--- config.mk ---
export PLATFORM = sky130hd
export DESIGN_NAME = wildcard_byte_pattern_matcher
export DESIGN_NICKNAME = d
export VERILOG_FILES = /design/src/rtl/core/wbpm_pkg.sv /design/src/rtl/core/wbpm_cell.sv /design/src/rtl/core/wildcard_byte_pattern_matcher.sv
export SDC_FILE = /design/constraint.sdc
export NUM_CORES = 1
export LEC_CHECK = 0
export ABC_AREA = 1
export CORE_ASPECT_RATIO = 1.5
export CORE_MARGIN = 8
export CORE_UTILIZATION = 42
export DETAILED_ROUTE_END_ITERATION = 8
export DONT_BUFFER_PORTS = 1
export PLACE_DENSITY_LB_ADDON = 0.12
export SLEW_MARGIN = 0
export SYNTH_ARGS = -nofsm -noshare
export SYNTH_HDL_FRONTEND = slang
export SYNTH_SLANG_ARGS = --single-unit
--- constraint.sdc ---
create_clock -name clk -period 4.5 [get_ports clk]
set_input_delay 0.675 -clock clk [delete_from_list [all_inputs] [get_ports clk]]
set_output_delay 0.675 -clock clk [all_outputs]
set_load 0.02 [all_outputs]
--- src/rtl/core/wbpm_pkg.sv ---
// Shared types and constants of the wildcard byte pattern matcher.
`default_nettype none

package wbpm_pkg;

	localparam int MAX_PATTERN_DEF  = 16;
	localparam int ADDRESS_BITS_DEF = 32;

	localparam int SIG_BYTES = 16;
	localparam int SIG_BITS  = SIG_BYTES * 8;
	localparam int LEN_W     = 5;
	localparam int ADDR_W    = 32;
	localparam int CFG_W     = 64;
	localparam int IDX_W     = 2;

	localparam logic [IDX_W-1:0] REG_PATTERN_LOW  = 2'd0;
	localparam logic [IDX_W-1:0] REG_PATTERN_HIGH = 2'd1;
	localparam logic [IDX_W-1:0] REG_WILDCARD     = 2'd2;
	localparam logic [IDX_W-1:0] REG_LENGTH       = 2'd3;

	// Signature settings seen by every cell of the window.
	typedef struct packed {
		logic [SIG_BITS-1:0]  pattern;
		logic [SIG_BYTES-1:0] wild;
		logic [LEN_W-1:0]     len;
	} cfg_t;

endpackage

`default_nettype wire

--- src/rtl/core/wbpm_cell.sv ---
// One window cell: holds one byte, passes it on, and checks it against its signature byte.
`default_nettype none

module wbpm_cell #(
	parameter int IDX = 0
) (
	input  logic              clk,
	input  logic              shift,
	input  logic [7:0]        byte_in,
	input  wbpm_pkg::cfg_t    cfg,
	output logic [7:0]        byte_out,
	output logic              match
);
	import wbpm_pkg::*;

	logic [7:0]       byte_q;
	logic [LEN_W-1:0] sig_pos;
	logic [3:0]       sig_idx;
	logic [7:0]       sig_byte;

	always_ff @(posedge clk) begin
		if (shift) begin
			byte_q <= byte_in;
		end
	end

	// The cell at distance IDX from the newest byte lines up with signature
	// byte len - 1 - IDX; cells beyond the signature length always agree.
	assign sig_pos  = cfg.len - LEN_W'(IDX) - LEN_W'(1);
	assign sig_idx  = sig_pos[3:0];
	assign sig_byte = cfg.pattern[sig_idx*8 +: 8];

	assign byte_out = byte_q;
	assign match    = (LEN_W'(IDX) >= cfg.len) || cfg.wild[sig_idx] || (byte_q == sig_byte);

endmodule

`default_nettype wire

--- src/rtl/core/wildcard_byte_pattern_matcher.sv ---
// Top level of the wildcard byte pattern matcher: cell chain, match stage and result register.
// Each input byte is registered into the cells and the match stage, and its result into the result register.
// Throughput: one byte per cycle; a stalled result holds one more byte in the match stage,
// after which the input stalls until the result transfers.
// The match stage compares the whole window at once from the cells' registered bytes.
// Reset clears the valid flags, fill count and reported flag; len_q resets to 1.
`default_nettype none

module wildcard_byte_pattern_matcher #(
	parameter int MAX_PATTERN  = wbpm_pkg::MAX_PATTERN_DEF,
	parameter int ADDRESS_BITS = wbpm_pkg::ADDRESS_BITS_DEF
) (
	input  logic                        clk,
	input  logic                        arst_n,
	input  logic                        cfg_write,
	input  logic [wbpm_pkg::IDX_W-1:0]  cfg_index,
	input  logic [wbpm_pkg::CFG_W-1:0]  cfg_data,
	input  logic                        in_valid,
	output logic                        in_stall,
	input  logic [7:0]                  data_byte,
	input  logic [wbpm_pkg::ADDR_W-1:0] byte_address,
	input  logic                        region_start,
	input  logic                        stream_end,
	output logic                        out_valid,
	input  logic                        out_stall,
	output logic                        found,
	output logic [wbpm_pkg::ADDR_W-1:0] match_address
);
	import wbpm_pkg::*;

	localparam int FILL_W   = $clog2(MAX_PATTERN + 1);
	localparam int ADDR_KEEP = (ADDRESS_BITS < ADDR_W) ? ADDRESS_BITS : ADDR_W;
	localparam logic [ADDR_W-1:0] ADDR_MASK = {ADDR_W{1'b1}} >> (ADDR_W - ADDR_KEEP);

	logic [CFG_W-1:0]     pat_low_q;
	logic [CFG_W-1:0]     pat_high_q;
	logic [SIG_BYTES-1:0] wild_q;
	logic [LEN_W-1:0]     len_q;
	logic [LEN_W-1:0]     len_eff;
	cfg_t                 cfg;

	logic                 in_xfer;
	logic                 clear_pend_q;
	logic [FILL_W-1:0]    fill_q;
	logic                 valid_s1;
	logic [ADDR_W-1:0]    addr_s1;
	logic                 send_s1;
	logic                 reported_q;
	logic                 adv_s1;
	logic                 hit;
	logic                 emit;
	logic [ADDR_W-1:0]    start_addr;

	logic                 out_valid_q;
	logic                 found_q;
	logic [ADDR_W-1:0]    match_address_q;

	logic [7:0]             win [MAX_PATTERN];
	logic [MAX_PATTERN-1:0] cell_match;

	// Configuration registers.
	always_ff @(posedge clk or negedge arst_n) begin
		if (!arst_n) begin
			pat_low_q  <= '0;
			pat_high_q <= '0;
			wild_q     <= '0;
			len_q      <= LEN_W'(1);
		end else if (cfg_write) begin
			unique case (cfg_index)
				REG_PATTERN_LOW:  pat_low_q  <= cfg_data;
				REG_PATTERN_HIGH: pat_high_q <= cfg_data;
				REG_WILDCARD:     wild_q     <= cfg_data[SIG_BYTES-1:0];
				REG_LENGTH:       len_q      <= cfg_data[LEN_W-1:0];
				default: ;
			endcase
		end
	end

	assign len_eff = (len_q > LEN_W'(MAX_PATTERN)) ? LEN_W'(MAX_PATTERN) : len_q;

	always_comb begin
		cfg.pattern = {pat_high_q, pat_low_q};
		cfg.wild    = wild_q;
		cfg.len     = len_eff;
	end

	// The match stage holds its byte until the result register has room.
	assign adv_s1   = valid_s1 && !(out_valid_q && out_stall);
	assign in_stall = valid_s1 && out_valid_q && out_stall;
	assign in_xfer  = in_valid && !in_stall;

	genvar g;
	generate
		for (g = 0; g < MAX_PATTERN; g++) begin : g_cell
			wbpm_cell #(
				.IDX(g)
			) u_cell (
				.clk     (clk),
				.shift   (in_xfer),
				.byte_in ((g == 0) ? data_byte : win[(g == 0) ? 0 : g - 1]),
				.cfg     (cfg),
				.byte_out(win[g]),
				.match   (cell_match[g])
			);
		end
	endgenerate

	// Bytes older than the fill count never take part in a compare, so a
	// region start only has to restart the count, not wipe the cells.
	always_ff @(posedge clk or negedge arst_n) begin
		if (!arst_n) begin
			fill_q       <= '0;
			clear_pend_q <= 1'b0;
		end else if (in_xfer) begin
			clear_pend_q <= stream_end;
			if (region_start || clear_pend_q) begin
				fill_q <= FILL_W'(1);
			end else if (fill_q < FILL_W'(MAX_PATTERN)) begin
				fill_q <= fill_q + FILL_W'(1);
			end
		end
	end

	always_ff @(posedge clk or negedge arst_n) begin
		if (!arst_n) begin
			valid_s1 <= 1'b0;
		end else if (in_xfer) begin
			valid_s1 <= 1'b1;
		end else if (adv_s1) begin
			valid_s1 <= 1'b0;
		end
	end

	always_ff @(posedge clk) begin
		if (in_xfer) begin
			addr_s1 <= byte_address;
			send_s1 <= stream_end;
		end
	end

	assign hit = valid_s1 && !reported_q && (len_eff != '0)
		&& (LEN_W'(fill_q) >= len_eff) && (&cell_match);
	assign emit       = hit || (valid_s1 && send_s1 && !reported_q);
	assign start_addr = (addr_s1 - ADDR_W'(len_eff - LEN_W'(1))) & ADDR_MASK;

	always_ff @(posedge clk or negedge arst_n) begin
		if (!arst_n) begin
			reported_q <= 1'b0;
		end else if (adv_s1) begin
			if (send_s1) begin
				reported_q <= 1'b0;
			end else if (hit) begin
				reported_q <= 1'b1;
			end
		end
	end

	always_ff @(posedge clk or negedge arst_n) begin
		if (!arst_n) begin
			out_valid_q <= 1'b0;
		end else if (adv_s1 && emit) begin
			out_valid_q <= 1'b1;
		end else if (!out_stall) begin
			out_valid_q <= 1'b0;
		end
	end

	always_ff @(posedge clk) begin
		if (adv_s1 && emit) begin
			found_q         <= hit;
			match_address_q <= hit ? start_addr : '0;
		end
	end

	assign out_valid     = out_valid_q;
	assign found         = found_q;
	assign match_address = match_address_q;

endmodule

`default_nettype wire

Word-level counts from Yosys, hierarchy flattened

Cells that the tools add are included.

Add/subtract/negate cells: 33
Order comparisons: 35
Eq/ne operators: 20
Shifts and indexed selects: 16
Mux-type cells: 41
Reduce and logical (&&, ||, !) cells: 61

Operators with widths:

| cell                                                        | number |
|---|---|
| variable part select 128 x 8 -> 8 bit                       | 16 |
| equality test 8 bit                                         | 16 |
| less-than comparator 4 x 5 -> 1 bit (second input constant) | 16 |
| binary-select mux 1 bit (select 4 bit)                      | 16 |
| subtractor 4 x 1 -> 4 bit (second input constant)           | 16 |
| >= comparator 4 x 5 -> 1 bit (first input constant)         | 8 |
| logical OR 1 bit                                            | 34 |
| subtractor 32 bit                                           | 1 |
| subtractor 4 bit (second input constant)                    | 8 |
| 2-to-1 mux 1 bit                                            | 22 |
| >= comparator 3 x 5 -> 1 bit (first input constant)         | 4 |
| AND reduction 16 bit                                        | 1 |
| subtractor 4 x 3 -> 4 bit (second input constant)           | 4 |
| 2-to-1 mux 5 bit                                            | 3 |
| logical AND 1 bit                                           | 12 |
| AND reduction 2 bit                                         | 6 |
| >= comparator 1 x 5 -> 1 bit (first input constant)         | 2 |
| >= comparator 2 x 5 -> 1 bit (first input constant)         | 2 |
| subtractor 4 x 2 -> 4 bit (second input constant)           | 2 |
| nonzero test 2 bit                                          | 3 |
| subtractor 5 x 1 -> 6 bit (second input constant)           | 1 |
| adder 5 x 1 -> 5 bit (second input constant)                | 1 |
| >= comparator 5 bit                                         | 1 |
| greater-than comparator 5 bit (second input constant)       | 1 |
| 7 further kinds                                             | 10 |

Register bits after elaboration: 352
Bits of input ports: 113
Word-level logic and storage cells: 235

Depth between registers and ports, before layout

Word-level depth: 13
Depth in mapped cells: 29
Depth with buffers taken out: 25

By module

Synthesis repeated with hierarchy kept, for this count alone.

Cells, all modules: 7666
Area, all modules: 42369.4 um2

Modules (own cells, without submodules):

| module                         | times used | cells an instance | area each (um2) | sequential area each (um2) |
|---|---|---|---|---|
| wildcard_byte_pattern_matcher  | 1          | 1286              | 10816.6         | 5936.9 |
| wbpm_cell at g_cell[13].u_cell | 1          | 426               | 2068.2          | 240.2 |
| wbpm_cell at g_cell[5].u_cell  | 1          | 419               | 2057.0          | 240.2 |
| wbpm_cell at g_cell[3].u_cell  | 1          | 427               | 2044.5          | 240.2 |
| wbpm_cell at g_cell[11].u_cell | 1          | 432               | 2037.0          | 240.2 |
| wbpm_cell at g_cell[7].u_cell  | 1          | 422               | 2029.4          | 240.2 |
| wbpm_cell at g_cell[6].u_cell  | 1          | 412               | 2009.4          | 240.2 |
| wbpm_cell at g_cell[1].u_cell  | 1          | 410               | 2004.4          | 240.2 |
| wbpm_cell at g_cell[9].u_cell  | 1          | 419               | 2003.2          | 240.2 |
| wbpm_cell at g_cell[15].u_cell | 1          | 409               | 1995.7          | 240.2 |
| wbpm_cell at g_cell[14].u_cell | 1          | 416               | 1994.4          | 240.2 |
| wbpm_cell at g_cell[0].u_cell  | 1          | 367               | 1923.1          | 240.2 |
| wbpm_cell at g_cell[10].u_cell | 1          | 360               | 1890.6          | 240.2 |
| wbpm_cell at g_cell[4].u_cell  | 1          | 366               | 1884.3          | 240.2 |
| 3 more rows                    | -          | -                 | -               | - |

Least setup slack after synthesis

Ideal clock, no wire load.

Path type: in2reg
Start: in out_stall
End: reg fill_q[4]
Arrival: 4.766 ns
Data required time: 4.410 ns
Setup slack: -0.357 ns
Stages on the path: 7
Buffers on the path: 0
Cell sequence: nand2_1 nor2_1 inv_1 nand2_1 inv_1 a41oi_1 nor2_1

Longest elaborated chain between the ends: 4

RTL lines:

| what                             | RTL line                             | RTL |
|---|---|---|
| start: declaration               | wildcard_byte_pattern_matcher.sv:25  | `input logic out_stall,` |
| logical AND 1 bit                | wildcard_byte_pattern_matcher.sv:89  | `assign in_stall = valid_s1 && out_valid_q && out_stall;` |
| named net in_stall               | wildcard_byte_pattern_matcher.sv:19  | `output logic in_stall,` |
| zero test 1 bit                  | wildcard_byte_pattern_matcher.sv:90  | `assign in_xfer = in_valid && !in_stall;` |
| logical AND 1 bit                | wildcard_byte_pattern_matcher.sv:90  |  |
| named net g_cell[0].u_cell.shift | wbpm_cell.sv:8                       | `input logic shift,` |
| AND reduction 2 bit (no line)    | -                                    |  |
| end signal: assignment           | wildcard_byte_pattern_matcher.sv:119 | `fill_q <= fill_q + FILL_W'(1);` |
| end: declaration                 | wildcard_byte_pattern_matcher.sv:44  | `logic [FILL_W-1:0] fill_q;` |

The timed path passes the listed nets, and every way through them passes these cells.
A chain may end at the register's enable or synchronous reset.

Worst setup path after layout

Start: reg len_q[4]
End: reg match_address_q[23], in the netlist match_address[23] (data pin)

Longest elaborated chain between the ends: 10
Elaborated cells on any way between the ends: 152
Those cells by class: add/sub (32); order compare (18); eq/ne (16); shift (16); mux (33); reduce/logical (37)

RTL lines:

| what                                                              | RTL line                             | RTL |
|---|---|---|
| start: declaration                                                | wildcard_byte_pattern_matcher.sv:38  | `logic [LEN_W-1:0] len_q;` |
| start signal: assignment                                          | wildcard_byte_pattern_matcher.sv:73  | `REG_LENGTH: len_q <= cfg_data[LEN_W-1:0];` |
| greater-than comparator 5 bit                                     | wildcard_byte_pattern_matcher.sv:79  | `assign len_eff = (len_q > LEN_W'(MAX_PATTERN)) ? LEN_W'(MAX_PATTERN) : len_q;` |
| 2-to-1 mux 5 bit *                                                | wildcard_byte_pattern_matcher.sv:79  |  |
| branches (longest 8 deep; another with subtractor 4 x 1 -> 4 bit) | -                                    |  |
| end signal: assignment                                            | wildcard_byte_pattern_matcher.sv:171 | `match_address_q <= hit ? start_addr : '0;` |
| end: declaration                                                  | wildcard_byte_pattern_matcher.sv:56  | `logic [ADDR_W-1:0] match_address_q;` |

Every way passes the cells marked *. The select of a mux whose other input is x is not followed.

==> impl_metrics.ini <==
[sta]
rsz0062_at_grt = no
count_of_final_max_slew_check_failures = 0
setup-violations-final = 0
max_slew.worst_pin.slew_ps = 1040
finalHoldViolations = 0
final_period_minus_worst_setup_slack_ps = 4320
fmax_ghz = 0.232
setup_total_negative_slack_ps = 0
max_slew_margin = 0.302
min_period_over_period = 0.960
final_critical_path_setup_slack_ps = 182
timing.clock.skew_ps = 21.2
holdWs_ps = 115

[die]
floorplan.initialDensity = 0.422
core_region_area_mm2 = 0.0585
chipHeight_um = 313
die_width_um = 214
die_area_mm2 = 0.0670
top_level_ports = 148
row_count = 109

[setup_path]
setup.worst_path.class = reg -> reg
critical_path.startpoint = len_q[4]$_DFFE_PN0P_
r2r_end = match_address[23]$_SDFFCE_PN0P_
worstReg2RegStart = len_q[4]$_DFFE_PN0P_
cp_max_fo = 40
regToRegSetupSlack_ps = 180
worst_setup_path_end_kind = flip-flop
worst-r2r-cell-count = 22
critical_path.startpoint_type = flip-flop
crit_arrival_ps = 4730
worst_ep_required_time_ps = 4910

[cts]
clkTransAtPathRegs_ps = 60
clkLatencyLatePin_ps = 580
cts-htree-levels = 2
cts.path.max_buffers = 3
cts.root.buffer_cell = clkbuf_16
cts_num_sinks = 352
cts_tree = yes
numCtsBuffers = 38

[global_routing]
grtUsageMet1 = 0.329
grt_use_met3 = 0.0445
global_route_wire_length_before_repair_um = 146000
globalRouteMet2Util = 0.501
track_usage = 0.289
first_global_vias = 22900
grt_antenna_before_repair = 0
pin_count_of_the_biggest_net_entering_global_routing = 159
busiest_layer = met2
globalRoute.totalOverflow = 0

[place]
place_worst_setup_slack_ps = 261
io_buffer_count = 0
dp_hpwl_um = 79800
gp_congestion = 1.03

[finish]
filler_cell_count = 6113
drive_gt1_frac = 0.0513
area.growth.synth_to_final_pct = 9.24
fin_util = 0.461
antenna_cells = 0
final-seq-area_mm2 = 0.00978
multi_input_comb_area_mm2 = 0.0129
fin_nets = 3820

[routing]
wire_per_inst_um = 22.2
num_vias = 24200
drt_first_pass_iters = 6
drt_iter0_markers = 2239
drt_wl_total_um = 99200
antenna_left = 0
drc = 0
vias_per_cell = 5.43

[synthesis]
yosys_warnings = 0
ys_ff_latch = 352
syn_area_mm2 = 0.0247
yosys.cell_types.count = 51
postSynthNetCount = 3853
synth-edff-count = 194
synth_area_per_inst_um2 = 6.69
post_synth_main_area_contributors = nand2_1 24%, edfxtp_1 24%, dfrtp_1 16%
synth_largest_area_cell = nand2_1
share_of_flip_flops_with_an_asynchronous_set_or_reset_after_synthesis = 0.449
synth_ff_type = edfxtp_1
netlist.area_leader.share = 0.239
synthesized_netlist_cell_count = 3690
yosysSeqAreaShare = 0.396

[pwr]
fraction_of_power_consumed_by_combinational_cells = 0.499
internal-power_mw = 7.70
part_of_the_total_power_dissipated_in_the_clock_network = 0.209
net_sw_frac = 0.470
worst_ir_drop_vdd_v = 0.000339
power_switching_mw = 6.83
seq_power_share = 0.292
power_density_mw_per_mm2 = 539
standby_leakage_power_nw = 13.6

[min_path]
worst_min_delay_path_category = in -> async

[job]
cap_violations = 0

[status]
status = finished, final reports clean
## registers in the layout, indices dropped and copies added, names as in the netlist, 5 cells and up
register                count
addr_s1                    32
fill_q                      5
g_cell.u_cell.byte_out    128
len_q                       5
match_address              32
pat_high_q                 64
pat_low_q                  64
wild_q                     16
## how the worst max path moves through the flow
stage                     slack [ps]  depth (start not counted)                              end
final                            180                         22  match_address[23]$_SDFFCE_PN0P_
after global placement           270                         22  match_address[23]$_SDFFCE_PN0P_
after CTS                        230                         21  match_address[23]$_SDFFCE_PN0P_
after global routing               3                         24  match_address[23]$_SDFFCE_PN0P_
after floorplan                  140                         19  match_address[28]$_SDFFCE_PN0P_
after detailed placement         260                         21  match_address[23]$_SDFFCE_PN0P_
## cell usage after synthesis (9+ instances only)
cell      count
nand3_1     578
dfrtp_1     157
nand4_1       9
inv_1       340
ha_1         49
nand2_1    1571
clkbuf_1     55
nand3b_1     69
buf_2        76
nor3_1       14
buf_1        15
a21oi_1      55
a31oi_1      10
nor2_1      144
buf_4        17
xor2_1       17
edfxtp_1    194
o21ai_1      12
o21ai_0     229
## layout make-up
class	instances	share of cell area
Clock buffer	52	0.0384
Timing Repair inverter	1	0.000186
Clock inverter	16	0.00459
Inverter	353	0.0498
Tap cell	777	0.0360
Sequential cell	352	0.363
Timing Repair Buffer	89	0.0317
Multi-Input combinational cell	2822	0.477
## cell families after synthesis
kind of cell / count (synthesis) / share of synthesized area
compound gates: 339 / 0.0731
xor+xnor: 26 / 0.00983
fa+ha+maj: 50 / 0.0256
buf+inv: 516 / 0.0851
flops: 352 / 0.396
mux: 1 / 0.000405
simple gates: 2406 / 0.410
## worst max-delay path: stages (launching register included)
cell and delay (ps):
dfrtp_1 540, inv_4 170, nand2_8 260, buf_4 400, nand2_1 130, nand3_1 210, nand2_1 190, nand2_1 140
nand3_1 100, nand2_1 70, nand2_1 50, nand2_1 80, nand2_1 50, nor2_1 320, nand2_1 120, nand2_1 80
nand2_1 50, nor2_1 160, nand3_1 120, nor2_2 260, buf_4 250, inv_2 190, a21oi_1 200
## power groups by stage
stage	registers [mW]	clock network (mW)	logic, mW
floorplan	4.08	0	4.87
global placement	4.30	0	7.06
detailed placement	4.30	0	7.06
CTS	4.24	3.12	7.11
global route	4.28	3.22	8.02
finish	4.24	3.04	7.25
## layer usage
metal  up-vias  wire [um]
met4         0       7490
met1     11200      38100
met2       883      48000
met5         -          0
met3       243       5620
li1      11900          -
## cells in the final DEF, fill, tap and decap left out, types with 4 or more instances in the layout
master,instances
or2_2,6
nand3_1,578
edfxtp_1,194
a31oi_1,10
buf_12,13
clkinv_1,5
o21bai_1,4
inv_1,338
dfrtp_1,157
clkbuf_1,12
inv_2,7
clkinv_4,4
nor2_1,142
nand3b_1,69
a21oi_1,55
nand2_2,7
o21a_1,4
clkinvlp_4,4
xnor2_1,7
o21ai_1,15
clkbuf_16,39
ha_1,48
nand4_1,9
nor3_1,14
xor2_1,17
nand2_1,1568
o21ai_0,226
buf_4,74
clkinv_2,6
## repair_timing
action / in CTS / in global routing
resized for setup: 0 / 10
hold buffers: 1 / 0
hold endpoints to repair: 158 / 0
setup buffers: 0 / 2
endpoints found under the setup margin: 0 / 47
## metrics by stage
| step | instances | total power, mW | instance area (um2) |
|---|---|---|---|
| after floorplan | 3690 | 8.96 | 24700 |
| after global placement | 4390 | 11.4 | 25700 |
| after detailed placement | 4390 | 11.4 | 25700 |
| after CTS | 4459 | 14.5 | 26900 |
| after global routing | 4462 | 15.5 | 27000 |
| final | 4462 | 14.5 | 27000 |
(Power assumes the default switching activity.)
